--- config.mk ---
export PLATFORM = sky130hd
export DESIGN_NAME = id_buffer_majority_pick_core
export DESIGN_NICKNAME = d
export VERILOG_FILES = /design/src/design/idbmp_pkg.sv /design/src/design/idbmp_table.sv /design/src/design/idbmp_scan.sv /design/src/design/id_buffer_majority_pick_core.sv
export VERILOG_INCLUDE_DIRS = /design/src /design/src/design
export SDC_FILE = /design/constraint.sdc
export NUM_CORES = 2
export LEC_CHECK = 0
export BUFFER_PORTS_ARGS = -buffer_cell sky130_fd_sc_hd__buf_2
export CORE_UTILIZATION = 55
export CTS_BUF_LIST = sky130_fd_sc_hd__clkbuf_8
export DETAILED_ROUTE_END_ITERATION = 10
export GPL_ROUTABILITY_DRIVEN = 0
export PLACE_DENSITY = 0.7
export SYNTH_ARGS = -nofsm -noshare
export SYNTH_HDL_FRONTEND = slang
export SYNTH_SLANG_ARGS = --single-unit
--- constraint.sdc ---
create_clock -name clk -period 17.55 [get_ports clk]
set_clock_uncertainty 0.15 [all_clocks]
set_input_delay 3.51 -clock clk [delete_from_list [all_inputs] [get_ports clk]]
set_output_delay 3.51 -clock clk [all_outputs]
set_load 0.1 [all_outputs]
--- src/design/assert_macros.svh ---
// assertion macros used by the id buffer majority pick rtl
// no dependencies
`ifndef ASSERT_MACROS_SVH
`define ASSERT_MACROS_SVH

// property checked at every rising clock edge outside reset
`define ASSERT_CLK(lbl, clk, rst_n, prop, msg) \
	lbl: assert property (@(posedge clk) disable iff (!rst_n) (prop)) else $error(msg);

// same-cycle implication checked at every rising clock edge outside reset
`define ASSERT_IMPL(lbl, clk, rst_n, ante, cons, msg) \
	lbl: assert property (@(posedge clk) disable iff (!rst_n) (ante) |-> (cons)) else $error(msg);

`endif

--- src/design/idbmp_pkg.sv ---
// types and constants of the id buffer majority pick block
// no dependencies
`timescale 1ns / 1ps
`default_nettype none

package idbmp_pkg;

	localparam int KEY_W   = 24;
	localparam int COUNT_W = 7;
	localparam logic [COUNT_W-1:0] COUNT_MAX = 7'd127;

	typedef struct packed {
		logic [KEY_W-1:0]   key;
		logic [COUNT_W-1:0] count;
	} entry_t;

	typedef struct packed {
		logic rd_en;
		logic wr_en;
	} ram_ctl_t;

	typedef struct packed {
		logic [KEY_W-1:0]   picked_id;
		logic               found;
		logic [COUNT_W-1:0] winning_count;
	} result_t;

	typedef enum logic [4:0] {
		S_IDLE   = 5'b00001,
		S_SCAN   = 5'b00010,
		S_UPDATE = 5'b00100,
		S_INSERT = 5'b01000,
		S_FINISH = 5'b10000
	} scan_state_t;

endpackage

`default_nettype wire

--- src/design/idbmp_table.sv ---
// key and count table: single port synchronous ram with registered read data
// depends on idbmp_pkg
`timescale 1ns / 1ps
`default_nettype none

module idbmp_table import idbmp_pkg::*; #(
	parameter int TABLE_DEPTH = 64,
	parameter int IDX_W       = 6
) (
	input  wire logic             clk,
	input  wire ram_ctl_t         ctl,
	input  wire logic [IDX_W-1:0] addr,
	input  wire entry_t           wdata,
	output entry_t                rdata
);

	entry_t mem_q [TABLE_DEPTH];
	entry_t rdata_q;

	always_ff @(posedge clk) begin
		if (ctl.wr_en) begin
			mem_q[addr] <= wdata;
		end
		if (ctl.rd_en) begin
			rdata_q <= mem_q[addr];
		end
	end

	assign rdata = rdata_q;

endmodule

`default_nettype wire

--- src/design/idbmp_scan.sv ---
// per pixel table search, count update and running best tracking
// depends on idbmp_pkg and assert_macros.svh
`timescale 1ns / 1ps
`default_nettype none
`include "assert_macros.svh"

module idbmp_scan import idbmp_pkg::*; #(
	parameter int TABLE_DEPTH = 64,
	parameter int IDX_W       = 6,
	parameter int UW          = 7
) (
	input  wire logic             clk,
	input  wire logic             arst_n,
	input  wire logic             pix_valid,
	output logic                  pix_ready,
	input  wire logic [KEY_W-1:0] pix_key,
	input  wire logic             pix_last,
	input  wire logic             out_busy,
	output logic                  res_load,
	output result_t               res,
	output ram_ctl_t              ram_ctl,
	output logic [IDX_W-1:0]      ram_addr,
	output entry_t                ram_wdata,
	input  wire entry_t           ram_rdata
);

	scan_state_t        state_q;
	logic [UW-1:0]      used_q;
	logic [UW-1:0]      rd_idx_q;
	logic [UW-1:0]      cmp_idx_q;
	logic               pend_q;
	logic [KEY_W-1:0]   best_key_q;
	logic [COUNT_W-1:0] best_count_q;
	logic [KEY_W-1:0]   key_q;
	logic               last_q;
	logic [IDX_W-1:0]   hit_idx_q;
	logic [COUNT_W-1:0] hit_cnt_q;

	logic               hit;
	logic               miss_end;
	logic               issue;
	logic               room;
	logic               do_write;
	logic               better;
	logic [COUNT_W-1:0] upd_cnt;

	always_comb begin
		hit      = pend_q && (ram_rdata.key == key_q);
		miss_end = pend_q && !hit && (cmp_idx_q == UW'(used_q - UW'(1)));
		issue    = (state_q == S_SCAN) && (rd_idx_q < used_q) && !hit;
		room     = (used_q != UW'(TABLE_DEPTH));
		do_write = (state_q == S_UPDATE) || ((state_q == S_INSERT) && room);
		if (state_q == S_INSERT) begin
			upd_cnt = COUNT_W'(1);
		end else if (hit_cnt_q == COUNT_MAX) begin
			upd_cnt = hit_cnt_q;
		end else begin
			upd_cnt = hit_cnt_q + COUNT_W'(1);
		end
		better = (upd_cnt > best_count_q) ||
			((upd_cnt == best_count_q) && (key_q < best_key_q));
		ram_ctl.rd_en = issue;
		ram_ctl.wr_en = do_write;
		if (issue) begin
			ram_addr = rd_idx_q[IDX_W-1:0];
		end else if (state_q == S_INSERT) begin
			ram_addr = used_q[IDX_W-1:0];
		end else begin
			ram_addr = hit_idx_q;
		end
		ram_wdata.key   = key_q;
		ram_wdata.count = upd_cnt;
		pix_ready = (state_q == S_IDLE);
		res_load  = (state_q == S_FINISH) && !out_busy;
		res.picked_id     = best_key_q;
		res.found         = (best_count_q != '0);
		res.winning_count = best_count_q;
	end

	always_ff @(posedge clk or negedge arst_n) begin
		if (!arst_n) begin
			state_q      <= S_IDLE;
			used_q       <= '0;
			rd_idx_q     <= '0;
			cmp_idx_q    <= '0;
			pend_q       <= 1'b0;
			best_key_q   <= '0;
			best_count_q <= '0;
		end else begin
			case (state_q)
				S_IDLE: begin
					rd_idx_q <= '0;
					pend_q   <= 1'b0;
					if (pix_valid) begin
						if (pix_key == '0) begin
							state_q <= pix_last ? S_FINISH : S_IDLE;
						end else if (used_q == '0) begin
							state_q <= S_INSERT;
						end else begin
							state_q <= S_SCAN;
						end
					end
				end
				S_SCAN: begin
					if (hit) begin
						state_q <= S_UPDATE;
					end else if (miss_end) begin
						state_q <= S_INSERT;
					end
					pend_q <= issue;
					if (issue) begin
						cmp_idx_q <= rd_idx_q;
						rd_idx_q  <= rd_idx_q + UW'(1);
					end
				end
				S_UPDATE: begin
					if (better) begin
						best_key_q   <= key_q;
						best_count_q <= upd_cnt;
					end
					state_q <= last_q ? S_FINISH : S_IDLE;
				end
				S_INSERT: begin
					if (room) begin
						used_q <= used_q + UW'(1);
						if (better) begin
							best_key_q   <= key_q;
							best_count_q <= upd_cnt;
						end
					end
					state_q <= last_q ? S_FINISH : S_IDLE;
				end
				S_FINISH: begin
					if (!out_busy) begin
						used_q       <= '0;
						best_key_q   <= '0;
						best_count_q <= '0;
						state_q      <= S_IDLE;
					end
				end
				default: begin
					state_q <= S_IDLE;
				end
			endcase
		end
	end

	always_ff @(posedge clk) begin
		if (pix_valid && pix_ready) begin
			key_q  <= pix_key;
			last_q <= pix_last;
		end
		if (hit && (state_q == S_SCAN)) begin
			hit_idx_q <= cmp_idx_q[IDX_W-1:0];
			hit_cnt_q <= ram_rdata.count;
		end
	end

	`ASSERT_CLK(a_used_bound, clk, arst_n, used_q <= UW'(TABLE_DEPTH),
		"table occupancy beyond depth")
	`ASSERT_IMPL(a_wr_state, clk, arst_n, ram_ctl.wr_en,
		state_q == S_UPDATE || state_q == S_INSERT, "table write outside update")
	`ASSERT_CLK(a_clear, clk, arst_n, res_load |=> (used_q == '0 && best_count_q == '0),
		"frame not cleared after result")
	`ASSERT_IMPL(a_best_zero, clk, arst_n, best_count_q == '0, best_key_q == '0,
		"best key set without count")

endmodule

`default_nettype wire

--- src/design/id_buffer_majority_pick_core.sv ---
// id buffer majority pick: most frequent non-black id of a frame of pixels
// each id pixel is searched in the table ram one entry per cycle over the distinct ids so far,
// then its count is updated or a new entry is inserted; a black pixel skips the search
// pixel_stall holds further pixels until then; after the last pixel the result is registered
// async reset empties the table by its fill count; ram contents are not cleared
// depends on idbmp_pkg, idbmp_table, idbmp_scan
`timescale 1ns / 1ps
`default_nettype none

module id_buffer_majority_pick_core import idbmp_pkg::*; #(
	parameter int TABLE_DEPTH = 64
) (
	input  wire logic               clk,
	input  wire logic               arst_n,
	input  wire logic               cfg_valid,
	output logic                    cfg_ready,
	input  wire logic               cfg_data,
	input  wire logic               pixel_valid,
	output logic                    pixel_stall,
	input  wire logic [7:0]         red,
	input  wire logic [7:0]         green,
	input  wire logic [7:0]         blue,
	input  wire logic               last_pixel,
	output logic                    result_valid,
	input  wire logic               result_stall,
	output logic [KEY_W-1:0]        picked_id,
	output logic                    found,
	output logic [COUNT_W-1:0]      winning_count
);

	localparam int IDX_W = (TABLE_DEPTH > 1) ? $clog2(TABLE_DEPTH) : 1;
	localparam int UW    = $clog2(TABLE_DEPTH + 1);

	logic             swap_q;
	logic             result_valid_q;
	result_t          result_q;
	logic [KEY_W-1:0] key;
	logic             pix_ready;
	logic             out_busy;
	logic             res_load;
	result_t          res;
	ram_ctl_t         ram_ctl;
	logic [IDX_W-1:0] ram_addr;
	entry_t           ram_wdata;
	entry_t           ram_rdata;

	assign cfg_ready   = 1'b1;
	assign key         = swap_q ? {red, green, blue} : {blue, green, red};
	assign pixel_stall = !pix_ready;
	assign out_busy    = result_valid_q && result_stall;

	always_ff @(posedge clk or negedge arst_n) begin
		if (!arst_n) begin
			swap_q         <= 1'b0;
			result_valid_q <= 1'b0;
		end else begin
			if (cfg_valid && cfg_ready) begin
				swap_q <= cfg_data;
			end
			if (res_load) begin
				result_valid_q <= 1'b1;
			end else if (!result_stall) begin
				result_valid_q <= 1'b0;
			end
		end
	end

	always_ff @(posedge clk) begin
		if (res_load) begin
			result_q <= res;
		end
	end

	assign result_valid  = result_valid_q;
	assign picked_id     = result_q.picked_id;
	assign found         = result_q.found;
	assign winning_count = result_q.winning_count;

	idbmp_scan #(
		.TABLE_DEPTH (TABLE_DEPTH),
		.IDX_W       (IDX_W),
		.UW          (UW)
	) u_scan (
		.clk       (clk),
		.arst_n    (arst_n),
		.pix_valid (pixel_valid),
		.pix_ready (pix_ready),
		.pix_key   (key),
		.pix_last  (last_pixel),
		.out_busy  (out_busy),
		.res_load  (res_load),
		.res       (res),
		.ram_ctl   (ram_ctl),
		.ram_addr  (ram_addr),
		.ram_wdata (ram_wdata),
		.ram_rdata (ram_rdata)
	);

	idbmp_table #(
		.TABLE_DEPTH (TABLE_DEPTH),
		.IDX_W       (IDX_W)
	) u_table (
		.clk   (clk),
		.ctl   (ram_ctl),
		.addr  (ram_addr),
		.wdata (ram_wdata),
		.rdata (ram_rdata)
	);

endmodule

`default_nettype wire

==> flow_summary.json <==
{
  "outcome": "finished, violations left",
  "violations": "max-capacitance violations, max-slew violations",
  "finalSetupViolCount": 0,
  "nNetsFinal": 5143,
  "hold_ws_ns": 0.295,
  "worst_slack_ns": 8.92,
  "post_cts_buffers": 0,
  "critPathMaxStageDelay_ns": 1.26,
  "grt_max_degree": 95,
  "worst_pin_slew_ns": 1.62,
  "syn_area_mm2": 0.0815,
  "synth_edf_count": 2085,
  "hold_viol": 0,
  "h-tree-depth": 5,
  "leakagePower_nw": 29.7,
  "worst-path-max-fanout": 67,
  "endpoint": "u_table.rdata[27]$_DFFE_PP_",
  "dr.pass1.iters": 9,
  "rows": 140,
  "end_kind": "register",
  "finalWirelength_um": 261000,
  "antenna_found_initial": 15,
  "die_area_mm2": 0.150,
  "vias": 50500,
  "final.setup.tns_ns": 0,
  "post_cts_resize_count": 0,
  "drv_slew": 2,
  "io_buffers": 64,
  "clockBufferDepth": 4,
  "r2r_start": "u_scan.key_q[14]$_DFFE_PP_",
  "critPathLaunchType": "register",
  "clk_pin_slew_worst_paths_ns": 0.06,
  "cts_tree": "yes",
  "instances_no_fill": 7242,
  "r2r_end": "u_table.rdata[27]$_DFFE_PP_",
  "yosysSeqAreaShare_pct": 78.7,
  "cts-root-buf": "clkbuf_8",
  "grt_use_total_pct": 34.3,
  "grt_remaining_overflow": 0,
  "cp_num_cells": 14,
  "layout.cells.most_common_list": "edfxtp_1, clkbuf_8, nand2_1",
  "place_ws_ns": 9.81,
  "path_cells": "buf_4 -> xor2_1 -> nor4_1 -> nand4_1 -> or3_1 -> nand2_4 -> inv_4 -> a21o_4 -> buf_4 -> a22oi_1 -> o211ai_1 -> o21ai_0 -> nand4_1 -> or3_1",
  "yosys_warnings": 0,
  "peakVddDrop_mv": 0.0958,
  "antenna_left": 0,
  "syn_area_per_cell_um2": 17.1,
  "syn2layout_area_growth_pct": 11.8,
  "grt_pass1_vias": 47800,
  "dr.first_iter.drc_count": 9258,
  "ctsHoldBuffers": 0,
  "fin_crit_ns": 8.63,
  "worst_ep_arrival_time_ns": 9.27,
  "max_cap_viol_count": 1,
  "path_class": "reg -> reg",
  "utilization_pct": 62.3,
  "crit_start": "u_scan.key_q[14]$_DFFE_PP_",
  "pin_count": 66,
  "fin_area_mm2": 0.0911,
  "rsz0062_at_grt": "no",
  "ys.flop_type": "edfxtp_1",
  "avgRoutedWirePerCell_um": 36.0,
  "relSlewSlack_pct": -9.10,
  "min_path_type": "reg -> reg",
  "vias_per_cell": 6.98,
  "path_buf_inv": 3,
  "syn_inst": 4776,
  "hpwl_um": 146000,
  "core_area_mm2": 0.146,
  "fp.dieH_um": 387,
  "async_flop_share_pct": 2.80,
  "layout-drive-gt1-share_pct": 15.2,
  "layout_commonest_cell": "edfxtp_1",
  "r2r_slack_ns": 8.92,
  "initial_core_util_pct": 55.7,
  "synth_cell_types": 76,
  "drc": 0,
  "clock.fmax_mhz": 116,
  "place_area_mm2": 0.0851,
  "fillerInstances": 10200,
  "grt_pass1_wl_um": 360000,
  "die_w_um": 387,
  "ys_ff_latch": 2145,
  "crit_family": "simple AND/OR/NAND/NOR gates",
  "cp.required_ns": 18.19,
  "cts_sinks": 2145,
  "post-place-cells": 6640,
  "syn_nets": 4847,
  "fin_crit_sh_pct": 49.1,
  "pwr_density_cell_mw_per_mm2": 140,
  "total_power_mw": 12.8,
  "insertion_delay_ns": 1.07,
  "crit_slowest_cell": "o21ai_0",
  "cts_buffers": 347,
  "rr_worst_depth": 14
}
[how the worst min path moves through the flow]
stage | startpoint | endpoint | cells past startpoint
2_1_floorplan | u_table.rdata[0]$_DFFE_PP_ | u_scan.hit_cnt_q[0]$_DFFE_PP_ | 0
5_1_grt | u_table.rdata[1]$_DFFE_PP_ | u_scan.hit_cnt_q[1]$_DFFE_PP_ | 0
3_5_place_dp | u_table.rdata[1]$_DFFE_PP_ | u_scan.hit_cnt_q[1]$_DFFE_PP_ | 0
3_3_place_gp | u_table.rdata[1]$_DFFE_PP_ | u_scan.hit_cnt_q[1]$_DFFE_PP_ | 0
4_1_cts | u_table.rdata[1]$_DFFE_PP_ | u_scan.hit_cnt_q[1]$_DFFE_PP_ | 0
6_report | u_scan.best_count_q[3]$_DFFE_PN0P_ | winning_count[3]$_DFFE_PP_ | 0
[metal layers]
metal	global-route usage, %	share of wire (%)	vias to the layer above
li1	-	-	20100
met1	45.6	35	25300
met2	49.5	43	4286
met3	11.5	15	790
met4	19.8	6.3	12
met5	0.702	0.084	-
[where the power goes]
group / internal [mW] / switching, mW / total (mW)
clock network: 1.93 / 1.92 / 3.85
registers: 5.95 / 0.0875 / 6.04
logic: 0.716 / 2.17 / 2.88
total: 8.60 / 4.18 / 12.8
[worst reg2reg max path, stage by stage, from the launching register on]
cell	delay [ns]
edfxtp_1	0.32
buf_4	0.70
xor2_1	0.15
nor4_1	0.38
nand4_1	0.43
or3_1	0.63
nand2_4	0.55
inv_4	0.46
a21o_4	0.56
buf_4	0.49
a22oi_1	0.29
o211ai_1	0.13
o21ai_0	1.26
nand4_1	1.16
or3_1	0.71
[logic make-up after synthesis]
family          count (synthesis)  share of synthesized area, %
flops                        2145                          78.7
compound gates               1312                          11.7
simple gates                  648                          3.49
buf+inv                       338                          1.86
mux                           246                          3.19
xor+xnor                       46                         0.495
fa+ha+maj                      40                         0.614
other cells                     1                       0.00460
[final cells by class]
cell class	instances	area (µm²)	area share, %
Sequential cell	2145	64100	70.4
Multi-Input combinational cell	2293	16700	18.3
Clock buffer	356	4900	5.38
Tap cell	1917	2400	2.63
Timing Repair Buffer	243	1770	1.94
Clock inverter	239	1080	1.19
Inverter	42	160	0.176
Antenna cell	7	17.5	0.0192
[synthesized netlist by cell type, types with 27 or more instances]
library cell	count	area share, %
o21ai_0	180	1.1
nor3_1	34	0.21
a22o_1	75	0.81
inv_1	39	0.18
o31ai_1	39	0.36
mux2i_1	199	2.4
edfxtp_1	2085	77
o211ai_1	32	0.29
a21oi_1	186	1.1
a222oi_1	106	1.3
nand2_1	357	1.6
dfrtp_1	59	1.8
nor2_1	118	0.54
o22ai_1	51	0.39
buf_2	112	0.69
xor2_1	33	0.35
buf_1	39	0.18
mux2_2	39	0.54
ha_1	40	0.61
nand4_1	27	0.21
a22oi_1	331	3.0
a21o_1	32	0.29
clkbuf_1	127	0.59
a221oi_1	112	1.2
o221ai_1	38	0.41
[state kept, by name, summed over array words and instances (netlist names), 24 cells and up]
name,count
u_scan.best_key_q,24
u_table.rdata,31
picked_id,24
u_scan.key_q,24
u_table.mem_q,1984
No activity file was read; power rests on OpenSTA's default activity.
